## src/usart_register_block_core_assert.svh

```systemverilog
// Assertion macros for the register block core.
`ifndef USART_REGISTER_BLOCK_CORE_ASSERT_SVH
`define USART_REGISTER_BLOCK_CORE_ASSERT_SVH

// Same-cycle implication, checked outside reset.
`define USART_RB_ASSERT_NOW(label, ante, cons) \
    label: assert property (@(posedge i_clk) disable iff (!i_rst_n) (ante) |-> (cons)) \
        else $error("usart register block: same-cycle check failed");

// Next-cycle implication, checked outside reset.
`define USART_RB_ASSERT_NEXT(label, ante, cons) \
    label: assert property (@(posedge i_clk) disable iff (!i_rst_n) (ante) |=> (cons)) \
        else $error("usart register block: next-cycle check failed");

`endif

```

## src/usart_rb_pkg.sv

```systemverilog
// Package with the register map, command codes and shared types of the USART block.
`default_nettype none

package usart_rb_pkg;

    typedef enum logic [1:0] {
        CMD_TICK  = 2'd0,
        CMD_READ  = 2'd1,
        CMD_WRITE = 2'd2,
        CMD_RX    = 2'd3
    } t_cmd;

    localparam logic [2:0] REG_STATUS  = 3'd0;
    localparam logic [2:0] REG_DATA    = 3'd1;
    localparam logic [2:0] REG_DIVISOR = 3'd2;
    localparam logic [2:0] REG_CONTROL = 3'd3;

    // Status register bits.
    localparam int unsigned SR_RXNE = 5;
    localparam int unsigned SR_TC   = 6;
    localparam int unsigned SR_TXE  = 7;

    // Control register bits.
    localparam int unsigned CR_UE     = 13;
    localparam int unsigned CR_TXEIE  = 7;
    localparam int unsigned CR_RXNEIE = 5;
    localparam int unsigned CR_TE     = 3;
    localparam int unsigned CR_RE     = 2;

    localparam int unsigned CTRL_W = 14;

    localparam logic [15:0] DIVISOR_RESET = 16'd16;
    localparam logic [3:0]  FRAME_BITS    = 4'd10;

    typedef struct packed {
        logic frame_end;
        logic load;
    } t_tx_event;

endpackage

`default_nettype wire

```

## src/usart_rb_tx.sv

```systemverilog
// 8N1 transmit shifter with its bit timer, advanced once per accepted request.
`default_nettype none

module usart_rb_tx (
    input  logic                  i_clk,
    input  logic                  i_rst_n,
    input  logic                  i_advance,
    input  logic [15:0]           i_divisor,
    input  logic                  i_enable,
    input  logic                  i_tx_empty,
    input  logic [7:0]            i_tx_hold,
    output usart_rb_pkg::t_tx_event o_event,
    output logic                  o_tx_line
);
    import usart_rb_pkg::*;

    logic [9:0]  r_shifter;
    logic [9:0]  n_shifter;
    logic [3:0]  r_bits_left;
    logic [3:0]  n_bits_left;
    logic [15:0] r_bit_timer;
    logic [15:0] n_bit_timer;
    logic [15:0] div_eff;

    always_comb begin
        div_eff     = (i_divisor == 16'd0) ? 16'd1 : i_divisor;
        n_shifter   = r_shifter;
        n_bits_left = r_bits_left;
        n_bit_timer = r_bit_timer;
        o_event     = '0;
        if (r_bits_left != 4'd0) begin
            n_bit_timer = r_bit_timer + 16'd1;
            if (n_bit_timer >= div_eff) begin
                n_bit_timer       = 16'd0;
                n_shifter         = {1'b1, r_shifter[9:1]};
                n_bits_left       = r_bits_left - 4'd1;
                o_event.frame_end = (n_bits_left == 4'd0);
            end
        end
        // A new frame starts in the same tick in which the previous one ends.
        if (n_bits_left == 4'd0 && !i_tx_empty && i_enable) begin
            n_shifter    = {1'b1, i_tx_hold, 1'b0};
            n_bits_left  = FRAME_BITS;
            n_bit_timer  = 16'd0;
            o_event.load = 1'b1;
        end
        o_tx_line = n_shifter[0];
    end

    always_ff @(posedge i_clk) begin
        if (!i_rst_n) begin
            r_shifter   <= '1;
            r_bits_left <= '0;
            r_bit_timer <= '0;
        end else if (i_advance) begin
            r_shifter   <= n_shifter;
            r_bits_left <= n_bits_left;
            r_bit_timer <= n_bit_timer;
        end
    end

endmodule

`default_nettype wire

```

## src/usart_register_block_core.sv

```systemverilog
// Top level of the USART register block: request register, register file and result register.
// Usage:
//   Each request on the input channel (i_valid/o_ready) is one peripheral clock tick,
//   carrying an optional bus read, bus write or received byte (i_cmd selects which).
//   Each request yields exactly one result on the output channel (o_valid/i_ready):
//   the read data (zero unless a read), the transmit line level and the interrupt
//   request, all as they stand after that tick.
//   A request passes the request register, then the result register.
//   Throughput is one request per cycle while the receiver takes results; the whole tick
//   is a single combinational pass from the request register through the register file
//   and the transmit shifter into the result register.
//   When the receiver stalls, the pending result holds, the request register keeps
//   its request and at most one further request is taken before o_ready falls.
//   User writes the baud divisor (i_cfg_wr_en/i_cfg_wr_data) only while idle; not enforced.
//   Reset clears both pipeline registers, sets the divisor to 16, clears the control
//   and receive registers, sets TXE and TC, and sets the transmit shifter idle high.
`default_nettype none

`include "usart_register_block_core_assert.svh"

module usart_register_block_core (
    input  logic        i_clk,
    input  logic        i_rst_n,
    input  logic        i_cfg_wr_en,
    input  logic [15:0] i_cfg_wr_data,
    input  logic        i_valid,
    output logic        o_ready,
    input  logic [1:0]  i_cmd,
    input  logic [2:0]  i_reg_index,
    input  logic [15:0] i_write_data,
    input  logic [7:0]  i_rx_byte,
    output logic        o_valid,
    input  logic        i_ready,
    output logic [15:0] o_read_data,
    output logic        o_tx_line,
    output logic        o_interrupt
);
    import usart_rb_pkg::*;

    // Request register.
    logic        r_in_valid;
    logic [1:0]  r_in_cmd;
    logic [2:0]  r_in_reg_index;
    logic [15:0] r_in_write_data;
    logic [7:0]  r_in_rx_byte;

    // Register file.
    logic [15:0]       r_divisor;
    logic [CTRL_W-1:0] r_ctrl;
    logic [CTRL_W-1:0] n_ctrl;
    logic [7:0]        r_rx_data;
    logic [7:0]        n_rx_data;
    logic              r_rx_full;
    logic              n_rx_full;
    logic [7:0]        r_tx_hold;
    logic [7:0]        n_tx_hold;
    logic              r_tx_empty;
    logic              n_tx_empty;
    logic              r_tx_complete;
    logic              n_tx_complete;

    // Result register.
    logic        r_out_valid;
    logic [15:0] r_out_read_data;
    logic        r_out_tx_line;
    logic        r_out_irq;

    logic        advance;
    t_cmd        cmd;
    logic [15:0] rd_data;
    logic        mid_tx_empty;
    logic        mid_tx_complete;
    logic        tx_line;
    logic        irq;
    t_tx_event   tx_event;

    assign advance = r_in_valid && (!r_out_valid || i_ready);
    assign o_ready = !r_in_valid || advance;

    always_ff @(posedge i_clk) begin
        if (!i_rst_n) begin
            r_in_valid <= 1'b0;
        end else if (o_ready) begin
            r_in_valid <= i_valid;
        end
    end

    always_ff @(posedge i_clk) begin
        if (o_ready && i_valid) begin
            r_in_cmd        <= i_cmd;
            r_in_reg_index  <= i_reg_index;
            r_in_write_data <= i_write_data;
            r_in_rx_byte    <= i_rx_byte;
        end
    end

    // Bus or receive action; a read sees the registers from before this tick.
    always_comb begin
        cmd             = t_cmd'(r_in_cmd);
        rd_data         = '0;
        n_ctrl          = r_ctrl;
        n_rx_data       = r_rx_data;
        n_rx_full       = r_rx_full;
        n_tx_hold       = r_tx_hold;
        mid_tx_empty    = r_tx_empty;
        mid_tx_complete = r_tx_complete;
        unique case (cmd)
            CMD_READ: begin
                unique case (r_in_reg_index)
                    REG_STATUS: begin
                        rd_data[SR_RXNE] = r_rx_full;
                        rd_data[SR_TC]   = r_tx_complete;
                        rd_data[SR_TXE]  = r_tx_empty;
                    end
                    REG_DATA: begin
                        rd_data   = {8'd0, r_rx_data};
                        n_rx_full = 1'b0;
                    end
                    REG_DIVISOR: rd_data = r_divisor;
                    REG_CONTROL: rd_data = {{(16 - CTRL_W){1'b0}}, r_ctrl};
                    default:     rd_data = '0;
                endcase
            end
            CMD_WRITE: begin
                if (r_in_reg_index == REG_DATA) begin
                    n_tx_hold       = r_in_write_data[7:0];
                    mid_tx_empty    = 1'b0;
                    mid_tx_complete = 1'b0;
                end else if (r_in_reg_index == REG_CONTROL) begin
                    n_ctrl = r_in_write_data[CTRL_W-1:0];
                end
            end
            CMD_RX: begin
                // A byte arriving while the receiver is disabled is dropped.
                if (r_ctrl[CR_UE] && r_ctrl[CR_RE]) begin
                    n_rx_data = r_in_rx_byte;
                    n_rx_full = 1'b1;
                end
            end
            default: begin
            end
        endcase
    end

    usart_rb_tx u_tx (
        .i_clk      (i_clk),
        .i_rst_n    (i_rst_n),
        .i_advance  (advance),
        .i_divisor  (r_divisor),
        .i_enable   (n_ctrl[CR_UE] & n_ctrl[CR_TE]),
        .i_tx_empty (mid_tx_empty),
        .i_tx_hold  (n_tx_hold),
        .o_event    (tx_event),
        .o_tx_line  (tx_line)
    );

    always_comb begin
        n_tx_empty    = mid_tx_empty | tx_event.load;
        n_tx_complete = mid_tx_complete | (tx_event.frame_end & mid_tx_empty);
        irq           = n_ctrl[CR_UE] & ((n_ctrl[CR_TXEIE] & n_tx_empty) |
                                         (n_ctrl[CR_RXNEIE] & n_rx_full));
    end

    always_ff @(posedge i_clk) begin
        if (!i_rst_n) begin
            r_divisor <= DIVISOR_RESET;
        end else if (i_cfg_wr_en) begin
            r_divisor <= i_cfg_wr_data;
        end
    end

    always_ff @(posedge i_clk) begin
        if (!i_rst_n) begin
            r_ctrl        <= '0;
            r_rx_data     <= '0;
            r_rx_full     <= 1'b0;
            r_tx_hold     <= '0;
            r_tx_empty    <= 1'b1;
            r_tx_complete <= 1'b1;
        end else if (advance) begin
            r_ctrl        <= n_ctrl;
            r_rx_data     <= n_rx_data;
            r_rx_full     <= n_rx_full;
            r_tx_hold     <= n_tx_hold;
            r_tx_empty    <= n_tx_empty;
            r_tx_complete <= n_tx_complete;
        end
    end

    always_ff @(posedge i_clk) begin
        if (!i_rst_n) begin
            r_out_valid <= 1'b0;
        end else if (advance) begin
            r_out_valid <= 1'b1;
        end else if (i_ready) begin
            r_out_valid <= 1'b0;
        end
    end

    always_ff @(posedge i_clk) begin
        if (advance) begin
            r_out_read_data <= rd_data;
            r_out_tx_line   <= tx_line;
            r_out_irq       <= irq;
        end
    end

    assign o_valid     = r_out_valid;
    assign o_read_data = r_out_read_data;
    assign o_tx_line   = r_out_tx_line;
    assign o_interrupt = r_out_irq;

    `USART_RB_ASSERT_NEXT(a_advance_fills_result, advance, r_out_valid)
    `USART_RB_ASSERT_NEXT(a_request_held_on_stall, r_in_valid && !advance, r_in_valid)
    `USART_RB_ASSERT_NOW(a_irq_needs_enable, r_out_valid && r_out_irq, r_ctrl[CR_UE])
    `USART_RB_ASSERT_NOW(a_tc_implies_txe, r_tx_complete, r_tx_empty)

endmodule

`default_nettype wire

```

## config.mk

```make
export PLATFORM = sky130hd
export DESIGN_NAME = usart_register_block_core
export DESIGN_NICKNAME = d
export VERILOG_FILES = /design/src/usart_rb_pkg.sv /design/src/usart_rb_tx.sv /design/src/usart_register_block_core.sv
export VERILOG_INCLUDE_DIRS = /design/src /design/src/src
export SDC_FILE = /design/constraint.sdc
export NUM_CORES = 1
export LEC_CHECK = 0
export ABC_AREA = 1
export BUFFER_PORTS_ARGS = -buffer_cell sky130_fd_sc_hd__buf_2
export CORE_MARGIN = 2
export CORE_UTILIZATION = 60
export CTS_BUF_LIST = sky130_fd_sc_hd__clkbuf_4
export DETAILED_ROUTE_END_ITERATION = 12
export GPL_ROUTABILITY_DRIVEN = 0
export PLACE_DENSITY = 0.79
export SLEW_MARGIN = 20
export SYNTH_ARGS = -nofsm -noshare
export SYNTH_HDL_FRONTEND = slang
export SYNTH_SLANG_ARGS = --single-unit
```

## constraint.sdc

```tcl
create_clock -name i_clk -period 6.2 [get_ports i_clk]
set_clock_uncertainty 0.05 [all_clocks]
set_input_delay 0.31 -clock i_clk [delete_from_list [all_inputs] [get_ports i_clk]]
set_output_delay 0.31 -clock i_clk [all_outputs]
set_load 0.05 [all_outputs]
```

# [Word-level counts from Yosys, hierarchy flattened]
# Index checks and enable logic that the tools add are counted.
[totals] out_inout_bits=20 inputBits=50 register_bits=126 word_cells=91
[classes] eq_ne=6 reduce_logical=22 magnitude_cmp=1 mux=30 addsub=2 bitwise_logic=9
[ops] op="$mux 16" count=4
[ops] op="$mux 14" count=3
[ops] op="$mux 10" count=3
[ops] op="$add 16x1->16 const B" count=1
[ops] op="$ge 16x16->1" count=1
[ops] op="$logic_not 16->1" count=1
[ops] op="$mux 8" count=2
[ops] op="$pmux 8 s2" count=1
[ops] op="$pmux 5 s3" count=1
[ops] op="$mux 4" count=3
[ops] op="$pmux 3 s4" count=1
[ops] op="$mux 1" count=11
[ops] op="$logic_not 4->1" count=2
[ops] op="$eq 3x2->1 const B" count=2
[ops] op="$reduce_and 3->1" count=2
[ops] op="$reduce_bool 2->1" count=3
[ops] op="$and 1x1->1" count=5
[ops] op="$logic_and 1x1->1" count=5
[ops] op="$eq 2x2->1 const B" count=2
[ops] op="$reduce_and 4->1" count=1
[ops] op="$reduce_bool 4->1" count=1
[ops] op="$sub 4x1->4 const B" count=1
[ops] op="$eq 3x1->1 const B" count=1
[ops] op="$logic_not 1->1" count=3
[ops] op="other kinds (7)" count=10

# [Depth between registers and ports, before layout]
# Gate-level depths: netlist of run 1.
[depth] word_depth=13 depth_mapped=26 mapped_depth_nobuf=24

# [By module]
# Synthesis of run 1 repeated with hierarchy kept, for this count alone.
[unflattened] hier_cells=800 hier_area_um2=6223.5
[modules_own_cells] mod="usart_register_block_core" n_inst=1 seq_area_each_um2=2372.3 area_per_inst_um2=3734.8 cells_per_inst=394
[modules_own_cells] mod="usart_rb_tx" n_inst=1 seq_area_each_um2=600.6 area_per_inst_um2=2488.6 cells_per_inst=406

# [Worst setup path after synthesis of run 1]
# OpenSTA, ideal clock, no wires.
[synth_timing] path_type="register to register" startpoint="register u_tx.r_bit_timer[0]" endpoint="register u_tx.r_shifter[1]" path_slack_ps=2859 setup_time_ps=134 arrival_ps=3157 path_buffers=2 synth_period_minus_slack_ps=3341 t_required_ps=6016 path_stages_with_launch=26 cell_sequence="dfxtp_1 ha_1 nand2_1 nor2_1 nand3_1 nor3_1 nand2_1 inv_1 nand2_1 nor2_1 xor2_1 ha_1 nand2_1 o21ai_0 a21oi_1 nand2_2 buf_4 nand3_1 nand3_1 nor2_4 nand2_4 buf_6 nand2_1 nand2_1 nand2_1 nand3_1"
[synth_between] elab_chain_cells=9 word_cells_on_any_way=11 classes_between="add/sub (1); order compare (1); mux (3); reduce/logical (6)"
[synth_rtl] item="start, declared" line="usart_rb_tx.sv:21" source="logic [15:0] r_bit_timer;"
[synth_rtl] item="start signal, assigned" line="usart_rb_tx.sv:58" source="r_bit_timer <= n_bit_timer;"
[synth_rtl] item="$add 16x1->16 (*)" line="usart_rb_tx.sv:32" source="n_bit_timer = r_bit_timer + 16'd1;"
[synth_rtl] item="$ge 16x16->1 (*)" line="usart_rb_tx.sv:33" source="if (n_bit_timer >= div_eff) begin"
[synth_rtl] item="$mux 4" line="usart_rb_tx.sv:33"
[synth_rtl] item="$mux 4" line="usart_rb_tx.sv:31" source="if (r_bits_left != 4'd0) begin"
[synth_rtl] item="$logic_not 4->1" line="usart_rb_tx.sv:41" source="if (n_bits_left == 4'd0 && !i_tx_empty && i_enable) begin"
[synth_rtl] item="$logic_and 1x1->1 (2 in a row)" line="usart_rb_tx.sv:41"
[synth_rtl] item="$reduce_bool 2->1 (no source line)"
[synth_rtl] item="$reduce_and 3->1 (no source line)"
[synth_rtl] item="end signal, assigned" line="usart_rb_tx.sv:56" source="r_shifter <= n_shifter;"
[synth_rtl] item="end, declared" line="usart_rb_tx.sv:17" source="logic [9:0] r_shifter;"
# Every way passes the cells marked *; elsewhere a longest branch is shown, timed or not.
# A chain may end at the register's enable or synchronous reset.

# [Worst setup path in the final report of run 1]
[layout_timing] startpoint="register u_tx.r_bit_timer[0]" endpoint="register u_tx.r_bit_timer[15]"
[layout_between] elab_chain_cells=9 word_cells_on_any_way=12 classes_between="add/sub (1); order compare (1); mux (5); reduce/logical (5)"
[layout_rtl] item="$add 16x1->16 (*)" line="usart_rb_tx.sv:32"
[layout_rtl] item="$ge 16x16->1" line="usart_rb_tx.sv:33"
[layout_rtl] item="$mux 4" line="usart_rb_tx.sv:33"
[layout_rtl] item="$mux 4" line="usart_rb_tx.sv:31"
[layout_rtl] item="$logic_not 4->1" line="usart_rb_tx.sv:41"
[layout_rtl] item="$logic_and 1x1->1 (2 in a row)" line="usart_rb_tx.sv:41"
[layout_rtl] item="$reduce_bool 2->1 (no source line)"
[layout_rtl] item="$reduce_and 2->1 (no source line)"
# Every way passes the cells marked *; elsewhere a longest branch is shown, timed or not. The select of a mux whose other input is x is not followed.

==> results_dict.tcl, run 1 <==
set metrics [dict create \
    postSynth.asyncResetShare 0 \
    yosysTopAreaCell "dfxtp_1" \
    grt_max_degree 67 \
    crit_path_end_kind "flop" \
    vias 5313 \
    tritoncts "built" \
    post-dp-hpwl_mm 9.453 \
    cp-startpoint "u_tx.r_bit_timer[0]" \
    finalSetupViolations 0 \
    grt-busiest-layer "met2" \
    syn_to_final_growth_pct 17.24 \
    synth_edf_count 45 \
    viasPerCell 5.329 \
    die_area_sq_mm 0.01077 \
    final_cell_mix "152 x nand2_1, 118 x nor2_1, 99 x inv_1" \
    rrSetupSlack_ns 1.69 \
    worst_slew_pin_slew_ns 1.083 \
    start_util 0.6139 \
    n_antenna_cell 0 \
    rr_worst_depth 23 \
    drive_gt1_frac 0.1354 \
    cts_buffer_depth 2 \
    min_period_ns 4.509 \
    hp-class "primary input to flop" \
    layout_commonest_cell "nand2_1" \
    drt_wl_total_mm 13.99 \
    synthFlopType "dfxtp_1" \
    rsz0062_at_grt "false" \
    p_switching_mw 0.5381 \
    whs_ns 0.03909 \
    core_area_sq_mm 0.009729 \
    power_leakage_nw 3.237 \
    cap_violations 0 \
    synth_cells 757 \
    hold_viol 0 \
    path_class "flop to flop" \
    wl_per_cell_microns 14.03 \
    crit_path_max_fanout 30 \
    ys_seq_area_frac 0.4977 \
    fin_area_sq_mm 0.007003 \
    swShare 0.2953 \
    antenna_found_initial 0 \
    drt_iter0_drc 377 \
    tns_ns 0 \
    syn_avg_cell_area_sq_um 7.891 \
    slew_headroom 0.2778 \
    power_density_mw_per_mm2 260.2 \
    htreeDepth 4 \
    status "completed" \
    root_buffer "clkbuf_4" \
    drc 0 \
    met3_usage 0.05349 \
    start_kind "flop" \
    grt_pass1_wl_mm 23.03 \
    ys_ff_latch 126 \
    io_pins 70 \
    ir_drop_mv 0.1835 \
    final_max_slew_viol_count 0 \
    worstSetupEndpoint "u_tx.r_bit_timer[15]" \
    clk_pin_slew_ns 0.11 \
    cts_made_buffers 17 \
    grt_overflow 0 \
    cp.arrival_ns 4.87 \
    cts_sinks 126 \
    r2r_end "u_tx.r_bit_timer[15]" \
    grt_pass1_vias 5094 \
    synthesis.area_sq_mm 0.005973 \
    rows 36 \
    grt_util_met1 0.3303 \
    ys_warn_count 0 \
    hold_buffers 32 \
    intPower_mw 1.284 \
    p_seq_frac 0.506 \
    die_w_microns 103.8 \
    yosys-top-cells-area "dfxtp_1 27%, edfxtp_1 23%, nand2_1 9.6%, nor2_1 7.4%, inv_1 6.2%" \
    synth_top_cell_area_share 0.2715 \
    use_met2 0.4503 \
    fin_crit_sh 0.7272 \
    die_h_microns 103.8 \
    cts-resized-gates 0 \
    syn_nets 826 \
    synth_cell_types 39 \
    fmax_mhz 221.8 \
    placed_cell_area_sq_mm 0.006379 \
    clock_latency_ns 0.53 \
    p_clk_frac 0.331 \
    io_buffers 67 \
    comb_power_share 0.163 \
    nNetsFinal 920 \
    cts_setup_buffers 0 \
    firstDrtPassIters 6 \
    postRouteAntennaNets 0 \
    grtUsageTotal 0.2664 \
    crit-reg2reg-launch "u_tx.r_bit_timer[0]" \
    required_ns 6.56 \
]
cell type report:
type | instances | area [sq um]
clock inverter | 14 | 168.9
clock buffer | 18 | 135.1
multi-input combinational | 503 | 2506
timing repair buffer | 101 | 670.6
fill | 793 | 2726
tap | 133 | 166.4
sequential | 126 | 2973
inverter | 102 | 382.9
how the worst min path moves through the flow:
stage	start	to	slack [ns]	cells after the start
after floorplan	i_cmd[0]	cmd[0]	0.36	0
after global placement	u_tx.r_shifter[9]	u_tx.r_shifter[9]	0.38	2
after detailed placement	u_tx.r_shifter[9]	u_tx.r_shifter[9]	0.38	2
after CTS	i_ready	o_valid	0.02	4
after global routing	i_cfg_wr_data[11]	r_divisor[11]	0.02	3
final	i_cfg_wr_data[9]	r_divisor[9]	0.04	3
cells by family (layout without fill, tap and decap cells):
group,count (synthesis),in the layout,share of synthesized area
buf+inv,128,235,0.08274
compound gates,138,138,0.1288
flops,126,126,0.4977
simple gates,332,332,0.2304
fa+ha+maj,19,19,0.03980
xor+xnor,14,14,0.02053
stage by stage:
stage / setup slack [ns] / power [mW] / util / instances
4_1_cts: 1.725 / 1.821 / 0.7198 / 997
6_report: 1.691 / 1.822 / 0.7198 / 997
3_5_place_dp: 1.770 / 1.216 / 0.6556 / 933
3_3_place_gp: 1.881 / 1.202 / 0.6556 / 933
5_1_grt: 1.185 / 1.911 / 0.7198 / 997
2_1_floorplan: 2.859 / 1.147 / - / 757
synth_stat cells (3+ instances only):
| master | number |
|---|---|
| xor2_1 | 13 |
| clkbuf_1 | 22 |
| a221oi_1 | 8 |
| nor2_4 | 3 |
| nand2_1 | 152 |
| nor2_1 | 118 |
| o21ai_0 | 63 |
| ha_1 | 19 |
| edfxtp_1 | 45 |
| nor2_2 | 3 |
| nor3_1 | 7 |
| nand2_2 | 5 |
| a21oi_1 | 51 |
| nand3_1 | 32 |
| nand4_1 | 7 |
| dfxtp_1 | 81 |
| inv_1 | 99 |
routing by layer:
| layer | vias to the layer above | part of all wire |
|---|---|---|
| met5 | - | 0 |
| met4 | 0 | 0.031 |
| met3 | 37 | 0.058 |
| met2 | 179 | 0.49 |
| met1 | 2445 | 0.42 |
| li1 | 2652 | - |
power by group through the flow:
stage          registers, mW  logic, mW  clock network, mW
2_1_floorplan          0.956      0.191                  0
3_3_place_gp           0.938      0.265                  0
3_5_place_dp           0.939      0.277                  0
4_1_cts                0.921      0.294              0.606
5_1_grt                0.926      0.335              0.650
6_report               0.922      0.298              0.603
state kept, by name, indices dropped and copies added, names as in the netlist:
| name | count |
|---|---|
| u_tx.r_bit_timer | 16 |
| r_in_valid | 1 |
| o_interrupt | 1 |
| r_in_reg_index | 3 |
| o_read_data | 16 |
| r_tx_hold | 8 |
| o_tx_line | 1 |
| r_ctrl | 14 |
| cmd | 2 |
| u_tx.r_bits_left | 4 |
| u_tx.r_shifter | 10 |
| r_rx_full | 1 |
| r_tx_empty | 1 |
| o_valid | 1 |
| r_in_rx_byte | 8 |
| r_rx_data | 8 |
| r_tx_complete | 1 |
| r_in_write_data | 14 |
| r_divisor | 16 |
worst max-delay path, stage by stage (launching register included):
cell	delay, ns
dfxtp_1	0.44
ha_1	0.22
nand2_1	0.06
nor2_1	0.17
nand3_1	0.14
nor3_1	0.21
nand2_1	0.11
inv_1	0.08
nand2_1	0.08
nor2_1	0.12
xor2_1	0.22
ha_1	0.26
nand2_1	0.09
o21ai_0	0.09
a21oi_1	0.16
nand2_2	0.19
nand2_2	0.35
nand2_1	0.09
nand2_1	0.10
nand2_1	0.07
o21bai_2	0.18
nand2_1	0.55
nor2_1	0.30
nor2_1	0.07
Note: power is estimated with default switching activity, not from simulation.
==> run 2, diff against run 1 <==
==> constraint.sdc (replaced) <==
create_clock -name i_clk -period 4.6 [get_ports i_clk]
set_clock_uncertainty 0.05 [all_clocks]
set_input_delay 0.23 -clock i_clk [delete_from_list [all_inputs] [get_ports i_clk]]
set_output_delay 0.23 -clock i_clk [all_outputs]
set_load 0.05 [all_outputs]
==> run 2 against run 1 <==
Total power grew 37%. Die area is the same. Fmax grew 11%. Sequential cell count is the same. First-iteration DRC count grew 7.7%. Global-route usage grew 1.1 points. Largest cell class unchanged. Highest routed layer unchanged.
==> results_dict.tcl, run 2 (same netlist as run 1, synthesis figures left out) <==
set metrics [dict create \
    die_h_microns 103.8 \
    hold_path_startpoint "i_cfg_wr_en" \
    grt_overflow 0 \
    layout_commonest_cell "nand2_1" \
    tritoncts "built" \
    postRouteAntennaNets 0 \
    post-dp-hpwl_mm 9.302 \
    power_leakage_nw 3.327 \
    cts_sinks 126 \
    htreeDepth 4 \
    fin_area_sq_mm 0.007192 \
    swShare 0.3006 \
    viasPerCell 5.327 \
    finalSetupViolations 0 \
    die_w_microns 103.8 \
    fmax_mhz 246.5 \
    holdPathEnd "r_divisor[3]" \
    drive_gt1_frac 0.1349 \
    place_inst 935 \
    grt_max_degree 67 \
    firstDrtPassIters 6 \
    power.total_mw 2.491 \
    r2r_end "u_tx.r_shifter[4]" \
    grtUsageTotal 0.2770 \
    io_buffers 67 \
    crit_path_end_kind "flop" \
    core_area_sq_mm 0.009729 \
    grt_pass1_wl_mm 23.82 \
    drt_wl_total_mm 14.61 \
    intPower_mw 1.742 \
    comb_power_share 0.168 \
    die_area_sq_mm 0.01077 \
    drt_iter0_drc 406 \
    status "completed" \
    rsz0062_at_grt "false" \
    final_cell_mix "152 x nand2_1, 118 x nor2_1, 99 x inv_1" \
    path_class "flop to flop" \
    syn_to_final_growth_pct 20.40 \
    final_max_slew_viol_count 0 \
    io_pins 70 \
    clock_latency_ns 0.53 \
    crit-reg2reg-launch "u_tx.r_bit_timer[0]" \
    tns_ns 0 \
    cts_buffer_depth 2 \
    p_switching_mw 0.7489 \
    wl_per_cell_microns 14.38 \
    power_density_mw_per_mm2 346.4 \
    required_ns 4.93 \
    cap_violations 0 \
    drc 0 \
    min_period_ns 4.057 \
    p_clk_frac 0.333 \
    nNetsFinal 938 \
    rr_worst_depth 24 \
    fillers 724 \
    grt_pass1_vias 5178 \
    placed_cell_area_sq_mm 0.006394 \
    start_util 0.6139 \
    worst_slew_pin_slew_ns 1.089 \
    cts_setup_buffers 0 \
    slew_headroom 0.2739 \
    hold_depth 3 \
    cp.arrival_ns 4.38 \
    rows 36 \
    root_buffer "clkbuf_4" \
    cts_made_buffers 17 \
    fin_cells 1016 \
    hold_viol 0 \
    p_seq_frac 0.499 \
    ir_drop_mv 0.2569 \
    start_kind "flop" \
    clk_pin_slew_ns 0.12 \
    fin_crit_sh 0.8819 \
    rrSetupSlack_ns 0.54 \
    hp-class "primary input to flop" \
    antenna_found_initial 1 \
    crit_path_max_fanout 17 \
    vias 5412 \
]
[run 2: layer usage]
metal  up-vias  global-route usage  wire (microns)
li1       2692                   -               -
met1      2469              0.3436            6113
met2       212              0.4588            7121
met3        39             0.07489             908
met4         0              0.1158             471
met5         -                   0               0
[run 2: power groups by stage]
stage	clock (mW)	sequential, mW	combinational, mW
final	0.831	1.24	0.418
after global routing	0.893	1.25	0.468
after CTS	0.839	1.24	0.407
after detailed placement	0	1.27	0.373
after global placement	0	1.26	0.358
after floorplan	0	1.29	0.258
[run 2: layout make-up]
cell class                      instances  area [sq um]  share of cell area
Sequential cell                       126          2973              0.4134
Tap cell                              133         166.4             0.02314
Multi-Input combinational cell        503          2511              0.3492
Timing Repair Buffer                  119         845.8              0.1176
Antenna cell                            1         2.502           0.0003479
Clock inverter                         15         182.7             0.02540
Clock buffer                           17         127.6             0.01775
Inverter                              102         382.9             0.05324
[run 2: repair_timing]
| action | CTS | global route |
|---|---|---|
| gates resized for setup | 0 | 1 |
| endpoints found under the hold margin | 45 | 0 |
| endpoints found under the setup margin | 0 | 2 |
| hold buffers | 48 | 0 |
[run 2: critical path, stage by stage (launching register included)]
cell and delay (ns):
dfxtp_1 0.45, ha_1 0.23, nand2_1 0.07, nor2_1 0.16, nand3_1 0.13, nor3_1 0.22
nand2_1 0.12, inv_1 0.09, nand2_1 0.07, nor2_1 0.12, xor2_1 0.23, ha_1 0.16
nand2_1 0.07, nor3_1 0.18, nand2_1 0.08, nand2_2 0.22, nand2_4 0.20, nand2_1 0.10
nand2_1 0.09, nor2_4 0.24, nand2_4 0.18, nand2_1 0.11, nand2_2 0.12, nand2_1 0.10
nand3_1 0.08
[run 2: worst max-delay path by stage]
stage                                   start                   to  slack (ns)  cells after the start
after floorplan           u_tx.r_bit_timer[0]    u_tx.r_shifter[1]        1.26                     25
after global placement    u_tx.r_bit_timer[0]    u_tx.r_shifter[4]        0.61                     24
after detailed placement  u_tx.r_bit_timer[0]    u_tx.r_shifter[4]        0.51                     24
after CTS                 u_tx.r_bit_timer[0]    u_tx.r_shifter[4]        0.47                     24
after global routing      u_tx.r_bit_timer[0]  u_tx.r_bit_timer[2]        0.10                     25
final                     u_tx.r_bit_timer[0]    u_tx.r_shifter[4]        0.54                     24
[run 2: metrics by stage]
stage	setup WS [ns]	utilization	hold slack, ns
finish	0.5433	0.7392	0.3194
detailed placement	0.5075	0.6572	0.3581
floorplan	1.259	-	0.2789
global placement	0.6088	0.6572	0.3563
CTS	0.4735	0.7384	0.2973
global route	0.1035	0.7392	0.3071
==> run 3, diff against run 2 <==
--- a/config.mk
+++ b/config.mk
@@ -6,14 +6,13 @@
 export SDC_FILE = /design/constraint.sdc
 export NUM_CORES = 1
 export LEC_CHECK = 0
-export ABC_AREA = 1
 export BUFFER_PORTS_ARGS = -buffer_cell sky130_fd_sc_hd__buf_2
 export CORE_MARGIN = 2
 export CORE_UTILIZATION = 60
 export CTS_BUF_LIST = sky130_fd_sc_hd__clkbuf_4
 export DETAILED_ROUTE_END_ITERATION = 12
 export GPL_ROUTABILITY_DRIVEN = 0
-export PLACE_DENSITY = 0.79
+export PLACE_DENSITY = 0.83
 export SLEW_MARGIN = 20
 export SYNTH_ARGS = -nofsm -noshare
 export SYNTH_HDL_FRONTEND = slang
==> run 3 against run 2 <==
Cell count is 16% lower. Synthesized area hardly changed. Synthesized cell count is 22% lower. Combinational power is 52% lower. Worst hold slack worse by 0.15 ns. Clock power is 4.9% lower. Die area hardly changed. First-iteration DRC count is 12% higher. Critical path type unchanged. Largest cell class unchanged.
==> results_dict.tcl, run 3 <==
set metrics [dict create \
    hp-class "primary input to flop" \
    status "completed" \
    grt_overflow 0 \
    syn_to_final_growth_pct 21.36 \
    crit_path_end_kind "flop" \
    crit-reg2reg-launch "u_tx.r_bit_timer[0]" \
    yosys-top-cells-area "dfxtp_1 27%, edfxtp_1 23%, mux2i_1 7.7%, nand2_1 4.7%, ha_1 4.0%" \
    clk_pin_slew_ns 0.12 \
    yosys-top-cells-count "81 x dfxtp_1, 74 x nand2_1, 63 x nor2_1" \
    rows 36 \
    cts_sinks 126 \
    antenna_found_initial 0 \
    max_stage_delay_ns 0.45 \
    wl_per_cell_microns 18.58 \
    vias 5170 \
    hold_viol 0 \
    cp.arrival_ns 4.63 \
    drive_gt1_frac 0.1869 \
    path_class "flop to flop" \
    drc 0 \
    cts_buffer_depth 2 \
    synthesis.area_sq_mm 0.005968 \
    viasPerCell 6.082 \
    hold_path_startpoint "i_cfg_wr_en" \
    path_delay_family "simple AND/OR/NAND/NOR gates" \
    fin_area_sq_mm 0.007243 \
    cap_violations 0 \
    power.total_mw 2.204 \
    final_max_slew_viol_count 0 \
    synthFlopType "dfxtp_1" \
    drt_wl_total_mm 15.79 \
    crit_path_max_fanout 12 \
    synth_cell_types 62 \
    start_util 0.6134 \
    rsz0062_at_grt "false" \
    postSynth.asyncResetShare 0 \
    min_period_ns 4.374 \
    root_buffer "clkbuf_4" \
    firstDrtPassIters 7 \
    nNetsFinal 773 \
    start_kind "flop" \
    crit_path_frequent_cell "and3_1" \
    core_area_sq_mm 0.009729 \
    synth_edf_count 45 \
    drt_iter0_drc 454 \
    synth_top_cell_area_share 0.2717 \
    power_density_mw_per_mm2 304.3 \
    ir_drop_mv 0.2505 \
    io_buffers 67 \
    power_leakage_nw 2.882 \
    ys_seq_area_frac 0.4981 \
    post-route-util 0.7445 \
    fin_ws_ns 0.2263 \
    grt_pass1_wl_mm 25.52 \
    yosysMostFrequentCell "dfxtp_1" \
    ys_ff_latch 126 \
    yosysTopAreaCell "dfxtp_1" \
    worst_slew_pin_slew_ns 0.9459 \
    fmax_mhz 228.6 \
    n_antenna_cell 0 \
    crit_slowest_cell "or3_4" \
    htreeDepth 4 \
    required_ns 4.85 \
    post-dp-hpwl_mm 9.960 \
    place_worst_setup_slack_ns 0.1525 \
    tritoncts "built" \
    crit_buf_inv 0 \
    grt_max_degree 44 \
    slew_headroom 0.3646 \
    layout_commonest_cell "dfxtp_1" \
    finalSetupViolations 0 \
    cts_made_buffers 17 \
    grtUsageTotal 0.2987 \
    synth_cells 589 \
    postRouteAntennaNets 0 \
    placed_cell_area_sq_mm 0.006411 \
    ys_warn_count 0 \
    syn_avg_cell_area_sq_um 10.13 \
    die_h_microns 103.7 \
    grt_pass1_vias 5279 \
    final_cell_mix "81 x dfxtp_1, 74 x nand2_1, 67 x buf_2" \
    die_w_microns 103.7 \
    syn_nets 658 \
    io_pins 70 \
    cp_cell_sequence "ha_1 > and3_1 > and3_1 > and3_1 > nand4_1 > xnor2_1 > ha_1 > a21o_1 > a2111o_1 > or3_4 > o221a_4 > nor2_1 > nor2_1" \
    cp-startpoint "u_tx.r_bit_timer[0]" \
    fin_crit_sh 0.9508 \
    die_area_sq_mm 0.01076 \
    clock_latency_ns 0.56 \
    tns_ns 0 \
]
==> run 3: cell count changes in the layout (fill, tap and decap cells not counted), moves of 21 or more <==
| cell | previous run | this run |
|---|---|---|
| inv_1 | 99 | 20 |
| mux2i_1 | 0 | 46 |
| nand2_1 | 152 | 74 |
| nand3_1 | 32 | 11 |
| nor2_1 | 118 | 63 |
| o21ai_0 | 63 | 15 |
==> run 3: worst register-to-register path: stages, from the launching register on <==
cell      delay, ns
dfxtp_1        0.43
ha_1           0.28
and3_1         0.21
and3_1         0.24
and3_1         0.33
nand4_1        0.15
xnor2_1        0.26
ha_1           0.29
a21o_1         0.16
a2111o_1       0.44
or3_4          0.45
o221a_4        0.37
nor2_1         0.33
nor2_1         0.12
==> run 3: through the flow <==
stage,hold slack (ns),cells
after floorplan,0.2789,589
after global placement,0.3560,769
after detailed placement,0.3581,769
after CTS,0.1448,849
after global routing,0.1558,850
final,0.1725,850
==> run 3: what timing repair did <==
item / CTS / global route
endpoints found under the setup margin: 0 / 14
buffers inserted: 0 / 1
gates resized for setup: 0 / 5
hold endpoints to repair: 48 / 0
hold buffers: 48 / 0
==> run 3: power by group <==
part	internal, mW	switching [mW]	total [mW]
sequential	1.19	0.0274	1.21
combinational	0.0832	0.116	0.200
clock	0.330	0.460	0.790
total	1.60	0.604	2.20
==> run 3: logic make-up after synthesis <==
group / Yosys count / synth area share
AND/OR/NAND/NOR: 209 / 0.1644
flip-flops: 126 / 0.4981
AO/OA/AOI/OAI: 117 / 0.1470
buffers and inverters: 52 / 0.03690
multiplexers: 50 / 0.09036
adder cells (fa/ha/maj): 19 / 0.03983
XOR/XNOR: 16 / 0.02348
==> run 3: path summary, 6_finish.rpt <==
check | endpoint | slack [ns] | cells past startpoint
worst max register to register | o_tx_line | 0.23 | 13
worst min register to register | r_tx_hold[5] | 0.41 | 2
worst max-delay path | o_tx_line | 0.23 | 13
worst min-delay path | r_divisor[6] | 0.17 | 3
==> run 3: cell type report <==
class,count,area (sq um)
flip-flops and latches,126,2973
multi-input cells,411,2818
fillers,681,2486
repair buffers,127,918.4
well taps,133,166.4
clock inverters,15,161.4
clock buffers,17,127.6
inverters,21,78.83
==> run 3: routing by layer <==
metal	global-route usage	wire length [microns]	vias to the layer above
met1	0.3439	5952	2454
met4	0.1486	629	0
li1	-	-	2371
met3	0.07111	1203	64
met5	0	0	-
met2	0.5208	8008	281
